File: config.mk
export PLATFORM = sky130hd
export DESIGN_NAME = nixie_mux_animator
export DESIGN_NICKNAME = d
export VERILOG_FILES = /design/src/design/nma_pkg.sv /design/src/design/nixie_mux_animator.sv /design/src/design/nma_core.sv /design/src/design/nma_skid.sv
export VERILOG_INCLUDE_DIRS = /design/src /design/src/design
export SDC_FILE = /design/constraint.sdc
export NUM_CORES = 1
export LEC_CHECK = 0
export ABC_AREA = 0
export BUFFER_PORTS_ARGS = -buffer_cell sky130_fd_sc_hd__buf_4
export CORE_MARGIN = 2
export CORE_UTILIZATION = 62
export CTS_CLUSTER_SIZE = 16
export DETAILED_ROUTE_END_ITERATION = 6
export PLACE_DENSITY_LB_ADDON = 0.05
export SLEW_MARGIN = 20
export SYNTH_ARGS = -nofsm -noshare
export SYNTH_HDL_FRONTEND = slang
export SYNTH_SLANG_ARGS = --single-unit
File: constraint.sdc
create_clock -name i_clk -period 4 [get_ports i_clk]
set_clock_uncertainty 0.05 [all_clocks]
set_input_delay 0.4 -clock i_clk [delete_from_list [all_inputs] [get_ports i_clk]]
set_output_delay 0.4 -clock i_clk [all_outputs]
set_load 0.05 [all_outputs]
File: src/design/nixie_mux_animator_defines.svh
// ----------------------------------------------------------------------------
// nixie_mux_animator_defines.svh
// Assertion macros shared by the nixie multiplexer RTL.
// ----------------------------------------------------------------------------
`ifndef NIXIE_MUX_ANIMATOR_DEFINES_SVH
`define NIXIE_MUX_ANIMATOR_DEFINES_SVH

`ifndef NO_ASSERTIONS
// Same-cycle implication, checked outside reset
`define NMA_ASSERT_IMPL(name, clk, rstn, ante, cons) \
    name: assert property (@(posedge clk) disable iff (!rstn) (ante) |-> (cons)) \
        else $error("same-cycle check failed");
// Next-cycle implication, checked outside reset
`define NMA_ASSERT_NEXT(name, clk, rstn, ante, cons) \
    name: assert property (@(posedge clk) disable iff (!rstn) (ante) |=> (cons)) \
        else $error("next-cycle check failed");
`else
`define NMA_ASSERT_IMPL(name, clk, rstn, ante, cons)
`define NMA_ASSERT_NEXT(name, clk, rstn, ante, cons)
`endif

`endif

File: src/design/nma_pkg.sv
// ----------------------------------------------------------------------------
// nma_pkg
// Types, constants and digit animation helpers for the nixie multiplexer.
// ----------------------------------------------------------------------------
package nma_pkg;

    localparam int NUM_TUBES  = 3;
    localparam int TUBE_W     = 2;    // active tube index width
    localparam int SEL_W      = 3;    // tube select lines
    localparam int DIGIT_W    = 8;
    localparam int BCD_W      = 4;
    localparam int LEVEL_W    = 8;
    localparam int LED_N      = 3;
    localparam int PLACE_W    = 4;
    localparam int STYLE_W    = 2;
    localparam int SPEED_W    = 8;
    localparam int CFG_ADDR_W = 1;
    localparam int CFG_DATA_W = 8;

    localparam logic [TUBE_W-1:0]  LAST_TUBE   = TUBE_W'(NUM_TUBES - 1);
    localparam logic [SEL_W-1:0]   SEL_NONE    = '1;
    localparam logic [LEVEL_W-1:0] PWM_TOP     = '1;
    localparam logic [LEVEL_W-1:0] PWM_WRAP    = LEVEL_W'(2);
    localparam logic [STYLE_W-1:0] STYLE_RESET = STYLE_W'(2);
    localparam logic [SPEED_W-1:0] SPEED_RESET = SPEED_W'(8);
    localparam logic [DIGIT_W-1:0] DIGIT_OFF   = DIGIT_W'(10);

    typedef enum logic [1:0] {
        MODE_TARGET = 2'd0,
        MODE_LEDS   = 2'd1,
        MODE_TICK   = 2'd2,
        MODE_LOOP   = 2'd3
    } t_mode;

    typedef enum logic [STYLE_W-1:0] {
        STYLE_NONE  = 2'd0,
        STYLE_STEP  = 2'd1,
        STYLE_LEVEL = 2'd2,
        STYLE_ALT   = 2'd3     // behaves as none
    } t_style;

    typedef enum logic [CFG_ADDR_W-1:0] {
        CFG_STYLE = 1'b0,
        CFG_SPEED = 1'b1
    } t_cfg_addr;

    typedef struct packed {
        logic [STYLE_W-1:0] style;
        logic [SPEED_W-1:0] speed;
    } t_cfg;

    typedef struct packed {
        logic [LED_N-1:0] led_pins;
        logic [SEL_W-1:0] tube_enable_n;
        logic [BCD_W-1:0] digit_code;
    } t_result;

    // Place along the electrode depth order; unknown digits sit at off
    function automatic logic [PLACE_W-1:0] place_of(input logic [DIGIT_W-1:0] v);
        logic [PLACE_W-1:0] p;
        case (v)
            8'd1:    p = 4'd1;
            8'd2:    p = 4'd2;
            8'd6:    p = 4'd3;
            8'd7:    p = 4'd4;
            8'd5:    p = 4'd5;
            8'd0:    p = 4'd6;
            8'd4:    p = 4'd7;
            8'd9:    p = 4'd8;
            8'd8:    p = 4'd9;
            8'd3:    p = 4'd10;
            default: p = 4'd0;
        endcase
        return p;
    endfunction

    function automatic logic [DIGIT_W-1:0] digit_at(input logic [PLACE_W-1:0] p);
        logic [DIGIT_W-1:0] d;
        case (p)
            4'd1:    d = 8'd1;
            4'd2:    d = 8'd2;
            4'd3:    d = 8'd6;
            4'd4:    d = 8'd7;
            4'd5:    d = 8'd5;
            4'd6:    d = 8'd0;
            4'd7:    d = 8'd4;
            4'd8:    d = 8'd9;
            4'd9:    d = 8'd8;
            4'd10:   d = 8'd3;
            default: d = DIGIT_OFF;
        endcase
        return d;
    endfunction

    // One animation step of a shown digit towards its target
    function automatic logic [DIGIT_W-1:0] anim_next(input logic [STYLE_W-1:0] style,
                                                    input logic [DIGIT_W-1:0] cur,
                                                    input logic [DIGIT_W-1:0] tgt);
        logic [PLACE_W-1:0] cp;
        logic [PLACE_W-1:0] tp;
        logic [DIGIT_W-1:0] nxt;
        cp  = place_of(cur);
        tp  = place_of(tgt);
        nxt = cur;
        case (t_style'(style))
            STYLE_STEP: begin
                if (cur > tgt) begin
                    nxt = cur - DIGIT_W'(1);
                end else if (cur < tgt) begin
                    nxt = cur + DIGIT_W'(1);
                end
            end
            STYLE_LEVEL: begin
                if (cp > tp) begin
                    nxt = digit_at(cp - PLACE_W'(1));
                end else if (cp < tp) begin
                    nxt = digit_at(cp + PLACE_W'(1));
                end
            end
            default: nxt = tgt;
        endcase
        return nxt;
    endfunction

endpackage

File: src/design/nixie_mux_animator.sv
// ----------------------------------------------------------------------------
// nixie_mux_animator
// Multiplexed nixie driver with per-tube RGB LED PWM and digit animation.
// ----------------------------------------------------------------------------
//
//  channel   | ports                         | payload, lowest bit first
//  ----------+-------------------------------+-------------------------------
//  event in  | s_axis_tvalid/tready/tdata/   | tuser: mode[1:0]
//            | tuser                         | tdata: tube, value_a, value_b,
//            |                               |        value_c (32 bits)
//  pins out  | m_axis_tvalid/tready/tdata    | tdata: digit_code[3:0],
//            |                               |   tube_enable_n[6:4],
//            |                               |   led_pins[9:7], zero to 15
//  config    | i_cfg_we/addr/wdata           | 0 anim_style, 1 anim_speed
//
//  One event per clock while tready is high; each yields one pin result,
//  registered. All state update is a single pass of logic.
//  Synchronous active-low reset; no clearing pass, all state in flops.
//  A stalled output keeps one result in the skid entry; tready then drops
//  until the output register drains.
//
module nixie_mux_animator
    import nma_pkg::*;
(
    input  logic                  i_clk,
    input  logic                  i_rst_n,
    // event input
    input  logic                  s_axis_tvalid,
    output logic                  s_axis_tready,
    input  logic [31:0]           s_axis_tdata,  // tube, value_a, value_b, value_c
    input  logic [1:0]            s_axis_tuser,  // mode
    // pin result output
    output logic                  m_axis_tvalid,
    input  logic                  m_axis_tready,
    output logic [15:0]           m_axis_tdata,  // digit_code, tube_enable_n, led_pins
    // configuration writes
    input  logic                  i_cfg_we,
    input  logic [CFG_ADDR_W-1:0] i_cfg_addr,
    input  logic [CFG_DATA_W-1:0] i_cfg_wdata
);

    t_cfg    r_cfg;
    t_result w_core_res;
    t_result w_out_res;
    logic    w_accept;

    // Config registers; a zero speed write is dropped so the divider
    // compare never sees zero.
    always_ff @(posedge i_clk) begin
        if (!i_rst_n) begin
            r_cfg.style <= STYLE_RESET;
            r_cfg.speed <= SPEED_RESET;
        end else if (i_cfg_we) begin
            case (t_cfg_addr'(i_cfg_addr))
                CFG_STYLE: r_cfg.style <= i_cfg_wdata[STYLE_W-1:0];
                CFG_SPEED: begin
                    if (i_cfg_wdata[SPEED_W-1:0] != '0) begin
                        r_cfg.speed <= i_cfg_wdata[SPEED_W-1:0];
                    end
                end
                default: ;
            endcase
        end
    end

    assign w_accept = s_axis_tvalid && s_axis_tready;

    nma_core u_core (
        .i_clk     (i_clk),
        .i_rst_n   (i_rst_n),
        .i_accept  (w_accept),
        .i_mode    (s_axis_tuser),
        .i_tube    (s_axis_tdata[7:0]),
        .i_value_a (s_axis_tdata[15:8]),
        .i_value_b (s_axis_tdata[23:16]),
        .i_value_c (s_axis_tdata[31:24]),
        .i_cfg     (r_cfg),
        .o_result  (w_core_res)
    );

    // result register plus skid entry
    nma_skid u_skid (
        .i_clk       (i_clk),
        .i_rst_n     (i_rst_n),
        .i_in_valid  (s_axis_tvalid),
        .o_in_ready  (s_axis_tready),
        .i_in_data   (w_core_res),
        .o_out_valid (m_axis_tvalid),
        .i_out_ready (m_axis_tready),
        .o_out_data  (w_out_res)
    );

    assign m_axis_tdata = {6'b0, w_out_res.led_pins, w_out_res.tube_enable_n,
                           w_out_res.digit_code};

endmodule

File: src/design/nma_core.sv
// ----------------------------------------------------------------------------
// nma_core
// Tube state, multiplex rotation, LED PWM compare and digit animation.
// ----------------------------------------------------------------------------
`include "nixie_mux_animator_defines.svh"

module nma_core
    import nma_pkg::*;
(
    input  logic                i_clk,
    input  logic                i_rst_n,
    input  logic                i_accept,
    input  logic [1:0]          i_mode,
    input  logic [7:0]          i_tube,
    input  logic [7:0]          i_value_a,
    input  logic [7:0]          i_value_b,
    input  logic [7:0]          i_value_c,
    input  t_cfg                i_cfg,
    output t_result             o_result
);

    logic [DIGIT_W-1:0] r_target [NUM_TUBES];
    logic [DIGIT_W-1:0] n_target [NUM_TUBES];
    logic [DIGIT_W-1:0] r_shown  [NUM_TUBES];
    logic [DIGIT_W-1:0] n_shown  [NUM_TUBES];
    logic [LEVEL_W-1:0] r_level  [NUM_TUBES][LED_N];
    logic [LEVEL_W-1:0] n_level  [NUM_TUBES][LED_N];
    logic [TUBE_W-1:0]  r_active, n_active;
    logic [LEVEL_W-1:0] r_pwm, n_pwm;
    logic               r_mux_due, n_mux_due;
    logic               r_anim_due, n_anim_due;
    logic [SPEED_W-1:0] r_tick_div, n_tick_div;
    logic [BCD_W-1:0]   r_digit, n_digit;
    logic [SEL_W-1:0]   r_select, n_select;
    logic [LED_N-1:0]   r_led, n_led;

    logic               w_tube_ok;
    logic [TUBE_W-1:0]  w_tidx;
    logic [TUBE_W-1:0]  w_act;

    assign w_tube_ok = (i_tube < 8'(NUM_TUBES));
    assign w_tidx    = i_tube[TUBE_W-1:0];

    always_comb begin
        n_target   = r_target;
        n_shown    = r_shown;
        n_level    = r_level;
        n_active   = r_active;
        n_pwm      = r_pwm;
        n_mux_due  = r_mux_due;
        n_anim_due = r_anim_due;
        n_tick_div = r_tick_div;
        n_digit    = r_digit;
        n_select   = r_select;
        n_led      = r_led;
        w_act      = r_active;
        if (r_mux_due) begin
            w_act = (r_active < LAST_TUBE) ? r_active + TUBE_W'(1) : '0;
        end
        if (i_accept) begin
            case (t_mode'(i_mode))
                MODE_TARGET: begin
                    if (w_tube_ok) begin
                        n_target[w_tidx] = i_value_a;
                    end
                end
                MODE_LEDS: begin
                    if (w_tube_ok) begin
                        n_level[w_tidx][0] = i_value_a;
                        n_level[w_tidx][1] = i_value_b;
                        n_level[w_tidx][2] = i_value_c;
                    end
                end
                MODE_TICK: begin
                    if (r_tick_div >= i_cfg.speed) begin
                        n_anim_due = 1'b1;
                        n_tick_div = '0;
                    end else begin
                        n_tick_div = r_tick_div + SPEED_W'(1);
                    end
                    n_mux_due = 1'b1;
                end
                MODE_LOOP: begin
                    if (r_mux_due) begin
                        n_digit   = r_shown[w_act][BCD_W-1:0];
                        n_select  = ~(SEL_W'(1) << w_act);
                        n_mux_due = 1'b0;
                    end
                    n_active = w_act;
                    for (int k = 0; k < LED_N; k++) begin
                        n_led[k] = (r_pwm < r_level[w_act][k]);
                    end
                    n_pwm = (r_pwm == PWM_TOP) ? PWM_WRAP : r_pwm + LEVEL_W'(1);
                    if (r_anim_due) begin
                        for (int i = 0; i < NUM_TUBES; i++) begin
                            n_shown[i] = anim_next(i_cfg.style, r_shown[i], r_target[i]);
                        end
                        n_anim_due = 1'b0;
                    end
                end
                default: ;
            endcase
        end
    end

    always_ff @(posedge i_clk) begin
        if (!i_rst_n) begin
            for (int i = 0; i < NUM_TUBES; i++) begin
                r_target[i] <= '0;
                r_shown[i]  <= '0;
                for (int k = 0; k < LED_N; k++) begin
                    r_level[i][k] <= '0;
                end
            end
            r_active   <= '0;
            r_pwm      <= '0;
            r_mux_due  <= 1'b1;
            r_anim_due <= 1'b0;
            r_tick_div <= '0;
            r_digit    <= '0;
            r_select   <= SEL_NONE;
            r_led      <= '0;
        end else begin
            r_target   <= n_target;
            r_shown    <= n_shown;
            r_level    <= n_level;
            r_active   <= n_active;
            r_pwm      <= n_pwm;
            r_mux_due  <= n_mux_due;
            r_anim_due <= n_anim_due;
            r_tick_div <= n_tick_div;
            r_digit    <= n_digit;
            r_select   <= n_select;
            r_led      <= n_led;
        end
    end

    // result is the pin state after this item
    assign o_result.digit_code    = n_digit;
    assign o_result.tube_enable_n = n_select;
    assign o_result.led_pins      = n_led;

    `NMA_ASSERT_IMPL(a_active_range, i_clk, i_rst_n, 1'b1, r_active <= LAST_TUBE)
    `NMA_ASSERT_IMPL(a_select_one_cold, i_clk, i_rst_n, 1'b1, r_select == SEL_NONE || $countones(r_select) == SEL_W - 1)
    `NMA_ASSERT_NEXT(a_loop_clears_flags, i_clk, i_rst_n, i_accept && i_mode == MODE_LOOP, !r_mux_due && !r_anim_due)

endmodule

File: src/design/nma_skid.sv
// ----------------------------------------------------------------------------
// nma_skid
// Result register with one skid entry; ready to the source is registered.
// ----------------------------------------------------------------------------
`include "nixie_mux_animator_defines.svh"

module nma_skid
    import nma_pkg::*;
(
    input  logic    i_clk,
    input  logic    i_rst_n,
    input  logic    i_in_valid,
    output logic    o_in_ready,
    input  t_result i_in_data,
    output logic    o_out_valid,
    input  logic    i_out_ready,
    output t_result o_out_data
);

    logic    r_out_valid;
    logic    r_skid_valid;
    t_result r_out;
    t_result r_skid;
    logic    w_in_xfer;
    logic    w_out_free;

    assign o_in_ready = !r_skid_valid;
    assign w_in_xfer  = i_in_valid && !r_skid_valid;
    assign w_out_free = !r_out_valid || i_out_ready;

    always_ff @(posedge i_clk) begin
        if (!i_rst_n) begin
            r_out_valid  <= 1'b0;
            r_skid_valid <= 1'b0;
        end else if (w_out_free) begin
            if (r_skid_valid) begin
                r_out        <= r_skid;
                r_out_valid  <= 1'b1;
                r_skid_valid <= 1'b0;
            end else begin
                r_out       <= i_in_data;
                r_out_valid <= w_in_xfer;
            end
        end else if (w_in_xfer) begin
            r_skid       <= i_in_data;
            r_skid_valid <= 1'b1;
        end
    end

    assign o_out_valid = r_out_valid;
    assign o_out_data  = r_out;

    `NMA_ASSERT_IMPL(a_skid_behind_out, i_clk, i_rst_n, r_skid_valid, r_out_valid)
    `NMA_ASSERT_NEXT(a_skid_held, i_clk, i_rst_n, r_skid_valid && !i_out_ready, r_skid_valid)
    `NMA_ASSERT_NEXT(a_stall_fills_skid, i_clk, i_rst_n, w_in_xfer && r_out_valid && !i_out_ready, r_skid_valid)

endmodule

==> impl_metrics.env <==
export IMPL_yosys_area_top_type="dfxtp_1"
export IMPL_synthTopCellsByArea="dfxtp_1 (30%), ha_1 (10%), nand2_1 (6.1%)"
export IMPL_cpMaxStageDelayCell="fa_1"
export IMPL_port_buffers=59
export IMPL_p_leak_nw=5.93
export IMPL_synth_ff_type="dfxtp_1"
export IMPL_finalHoldViolations=0
export IMPL_worstSetupPathType="reg2reg"
export IMPL_yosys_register_bits=206
export IMPL_fp_dieW_um=145
export IMPL_netlist_instances=1498
export IMPL_async_flop_share=0
export IMPL_pin_count=66
export IMPL_synth_most_common_cell="nand2_1"
export IMPL_hp_start="s_axis_tvalid"
export IMPL_slew_viol_final=0
export IMPL_power_density_mw_per_mm2=331
export IMPL_via_per_inst=6.04
export IMPL_synthDominantCellAreaShare=0.304
export IMPL_crit_path_start_kind="flop"
export IMPL_reg2reg_from="u_core.r_shown[9]$_SDFFE_PN0N_"
export IMPL_crit_buf_inv=0
export IMPL_yosysUniqueCellTypes=80
export IMPL_rsz0062_at_grt="false"
export IMPL_worstPathCellList="ha_1, nor2b_1, o211ai_1, a21oi_1, a2111oi_2, nor2_2, fa_1, a21oi_1, o21ai_0, nor3_1, a2111oi_0, nor2_1, and4_1, o31a_1"
export IMPL_min_to="u_skid.r_skid_valid$_SDFFE_PP0P_"
export IMPL_die_h_um=145
export IMPL_fin_crit_ns=3.71
export IMPL_nFillCells=1588
export IMPL_grt_pass1_vias=10239
export IMPL_ys_seq_area_frac=0.352
export IMPL_ys_warn_count=0
export IMPL_routedWlPerCell_um=17.1
export IMPL_coreArea_mm2=0.0195
export IMPL_syn_to_final_growth_pct=12.5
export IMPL_fin_crit_sh=0.927
export IMPL_num_rows=51
export IMPL_synth_top_cells_by_count="nand2_1 (201), dfxtp_1 (186), nor2_1 (154)"
export IMPL_grt_pass1_wl_um=50500
export IMPL_ctsHtreeMaxLevel=1
export IMPL_critical_path_max_stage_delay_ns=0.52
export IMPL_via_count=11014
export IMPL_pre_cts_ws_ns=0.0558
export IMPL_crit_fanout=8
export IMPL_grt_overflow=0
export IMPL_diodes=0
export IMPL_failed_checks="DRC"
export IMPL_hold_buffers=0
export IMPL_drc=1
export IMPL_outcome="finished with violations"
export IMPL_regToRegSetupSlack_ns=0.29
export IMPL_ir_worst_vdd_mv=0.331
export IMPL_hold_depth=3
export IMPL_slew_headroom=0.349
export IMPL_synth_edf_count=20
export IMPL_hold_class="in2reg"
export IMPL_postRouteAntennaNets=0
export IMPL_grt_usage=0.299
export IMPL_antenna_found_initial=0
export IMPL_register_area_mm2=0.00432
export IMPL_drt_iter0_drc=713
export IMPL_postCtsSetupRepairBufs=0
export IMPL_final_nets=1694
export IMPL_max_freq_ghz=0.270
export IMPL_layout_setup_ws_ns=0.292
export IMPL_end_kind="flop"
export IMPL_cts_tree="built"
export IMPL_drt_total_wl_um=31100
export IMPL_drtPass1Iterations=7
export IMPL_clock_latency_ns=0.52
export IMPL_arrival_ns=4.06
export IMPL_avgSynthCellArea_um2=8.19
export IMPL_cpMostUsedCell="a21oi_1"
export IMPL_drive_gt1_frac=0.102
export IMPL_dp_hpwl_um=21900
export IMPL_die_area_mm2=0.0209
export IMPL_numCtsBuffers=23
export IMPL_multi_input_area_mm2=0.00738
export IMPL_cts_root_buf="clkbuf_16"
export IMPL_clk_path_buf_depth=3
export IMPL_gp_congestion=0.936
export IMPL_worst_pin_slew_ns=0.975
export IMPL_setup_violations_final=0
export IMPL_reg2reg_depth=14
export IMPL_synth_area_mm2=0.0123
export IMPL_maxCapViolCount=0
export IMPL_cts_resized=0
export IMPL_path_clk_slew_ns=0.06
export IMPL_initial_utilization=0.630
export IMPL_finalSetupTns_ns=0
export IMPL_cp_required_ns=4.35
export IMPL_grt_max_degree=67
export IMPL_cp_top_family="compound AO/OA/AOI/OAI gates"
export IMPL_cts_num_sinks=206
[how the worst max path moves through the flow]
stage / slack [ns] / to / cells past startpoint / start
2_1_floorplan: 0.41 / flop / 13 / u_core.r_shown[4]$_SDFFE_PN0N_
3_3_place_gp: 0.16 / flop / 14 / u_core.r_shown[9]$_SDFFE_PN0N_
3_5_place_dp: 0.06 / flop / 14 / u_core.r_shown[9]$_SDFFE_PN0N_
4_1_cts: 0.03 / flop / 14 / u_core.r_shown[9]$_SDFFE_PN0N_
5_1_grt: 0.07 / flop / 14 / u_core.r_shown[12]$_SDFFE_PN0N_
6_report: 0.29 / flop / 14 / u_core.r_shown[9]$_SDFFE_PN0N_
[placed cells by master (no fill, tap or decap), types with 5 or more instances in the layout]
cell,instances
nand2_1,201
dfxtp_1,186
nor2_1,153
a21oi_1,137
ha_1,100
buf_4,96
inv_1,72
mux2i_1,61
o21ai_0,60
a22oi_1,36
nand3_1,34
a221oi_1,30
clkbuf_16,23
xnor2_1,22
a21o_1,21
and2_1,20
nor3_1,20
edfxtp_1,20
nand4_1,18
nor2b_1,18
xor2_1,18
o211ai_1,14
a211oi_1,14
nand2b_1,12
and3_1,11
nor4_1,9
o21a_1,9
a31oi_1,9
mux2_2,6
nand3b_1,6
conb_1,6
or4_1,5
o22ai_1,5
or3_1,5
a211o_1,5
o21bai_1,5
[worst reg2reg max path, delay by kind of cell (launching register included)]
kind / cells / cell delay (ns)
and+or+nand+nor: 5 / 0.75
DFF: 1 / 0.44
adders and majority gates: 2 / 0.80
AOI/OAI and AO/OA: 7 / 1.56
[layer usage]
layer / GRT usage / share of wire / up-vias
met5: 0 / 0 / -
met4: 0.0986 / 0.027 / 0
met3: 0.0372 / 0.059 / 64
met2: 0.507 / 0.47 / 340
met1: 0.398 / 0.44 / 5201
li1: - / - / 5409
[cells by family (layout without fill, tap and decap cells)]
| group | Yosys count | in the layout | share of synthesized area |
|---|---|---|---|
| flip-flops | 206 | 206 | 0.352 |
| multiplexers | 67 | 67 | 0.0553 |
| AO/OA/AOI/OAI | 391 | 391 | 0.207 |
| buffers and inverters | 156 | 211 | 0.0499 |
| other | 1 | 6 | 0.000306 |
| XOR/XNOR | 41 | 41 | 0.0293 |
| adder cells (fa/ha/maj) | 103 | 103 | 0.107 |
| AND/OR/NAND/NOR | 533 | 533 | 0.199 |
[per-stage QoR]
stage,instance area (µm²),cells,total power (W),hold WS (ns),utilization
floorplan,12300,1503,0.00234,0.383,-
CTS,13800,1823,0.00459,0.0627,0.708
global placement,13000,1783,0.00246,0.390,0.669
detailed placement,13000,1783,0.00247,0.396,0.669
global route,13800,1823,0.00469,0.0780,0.709
finish,13800,1823,0.00456,0.0796,0.709
[power breakdown]
part	total (W)	internal [W]	switching [W]
Sequential	0.00212	0.00211	0.0000125
Clock	0.00214	0.00129	0.000851
Combinational	0.000309	0.0000995	0.000210
Total	0.00456	0.00349	0.00107
[cell type report]
cell class	count	share of cell area
Clock buffer	29	0.0448
Timing Repair Buffer	96	0.0522
Multi-Input combinational cell	1141	0.535
Clock inverter	11	0.0101
Sequential cell	206	0.313
Inverter	75	0.0206
Tap cell	265	0.0240
(Power assumes the default switching activity.)
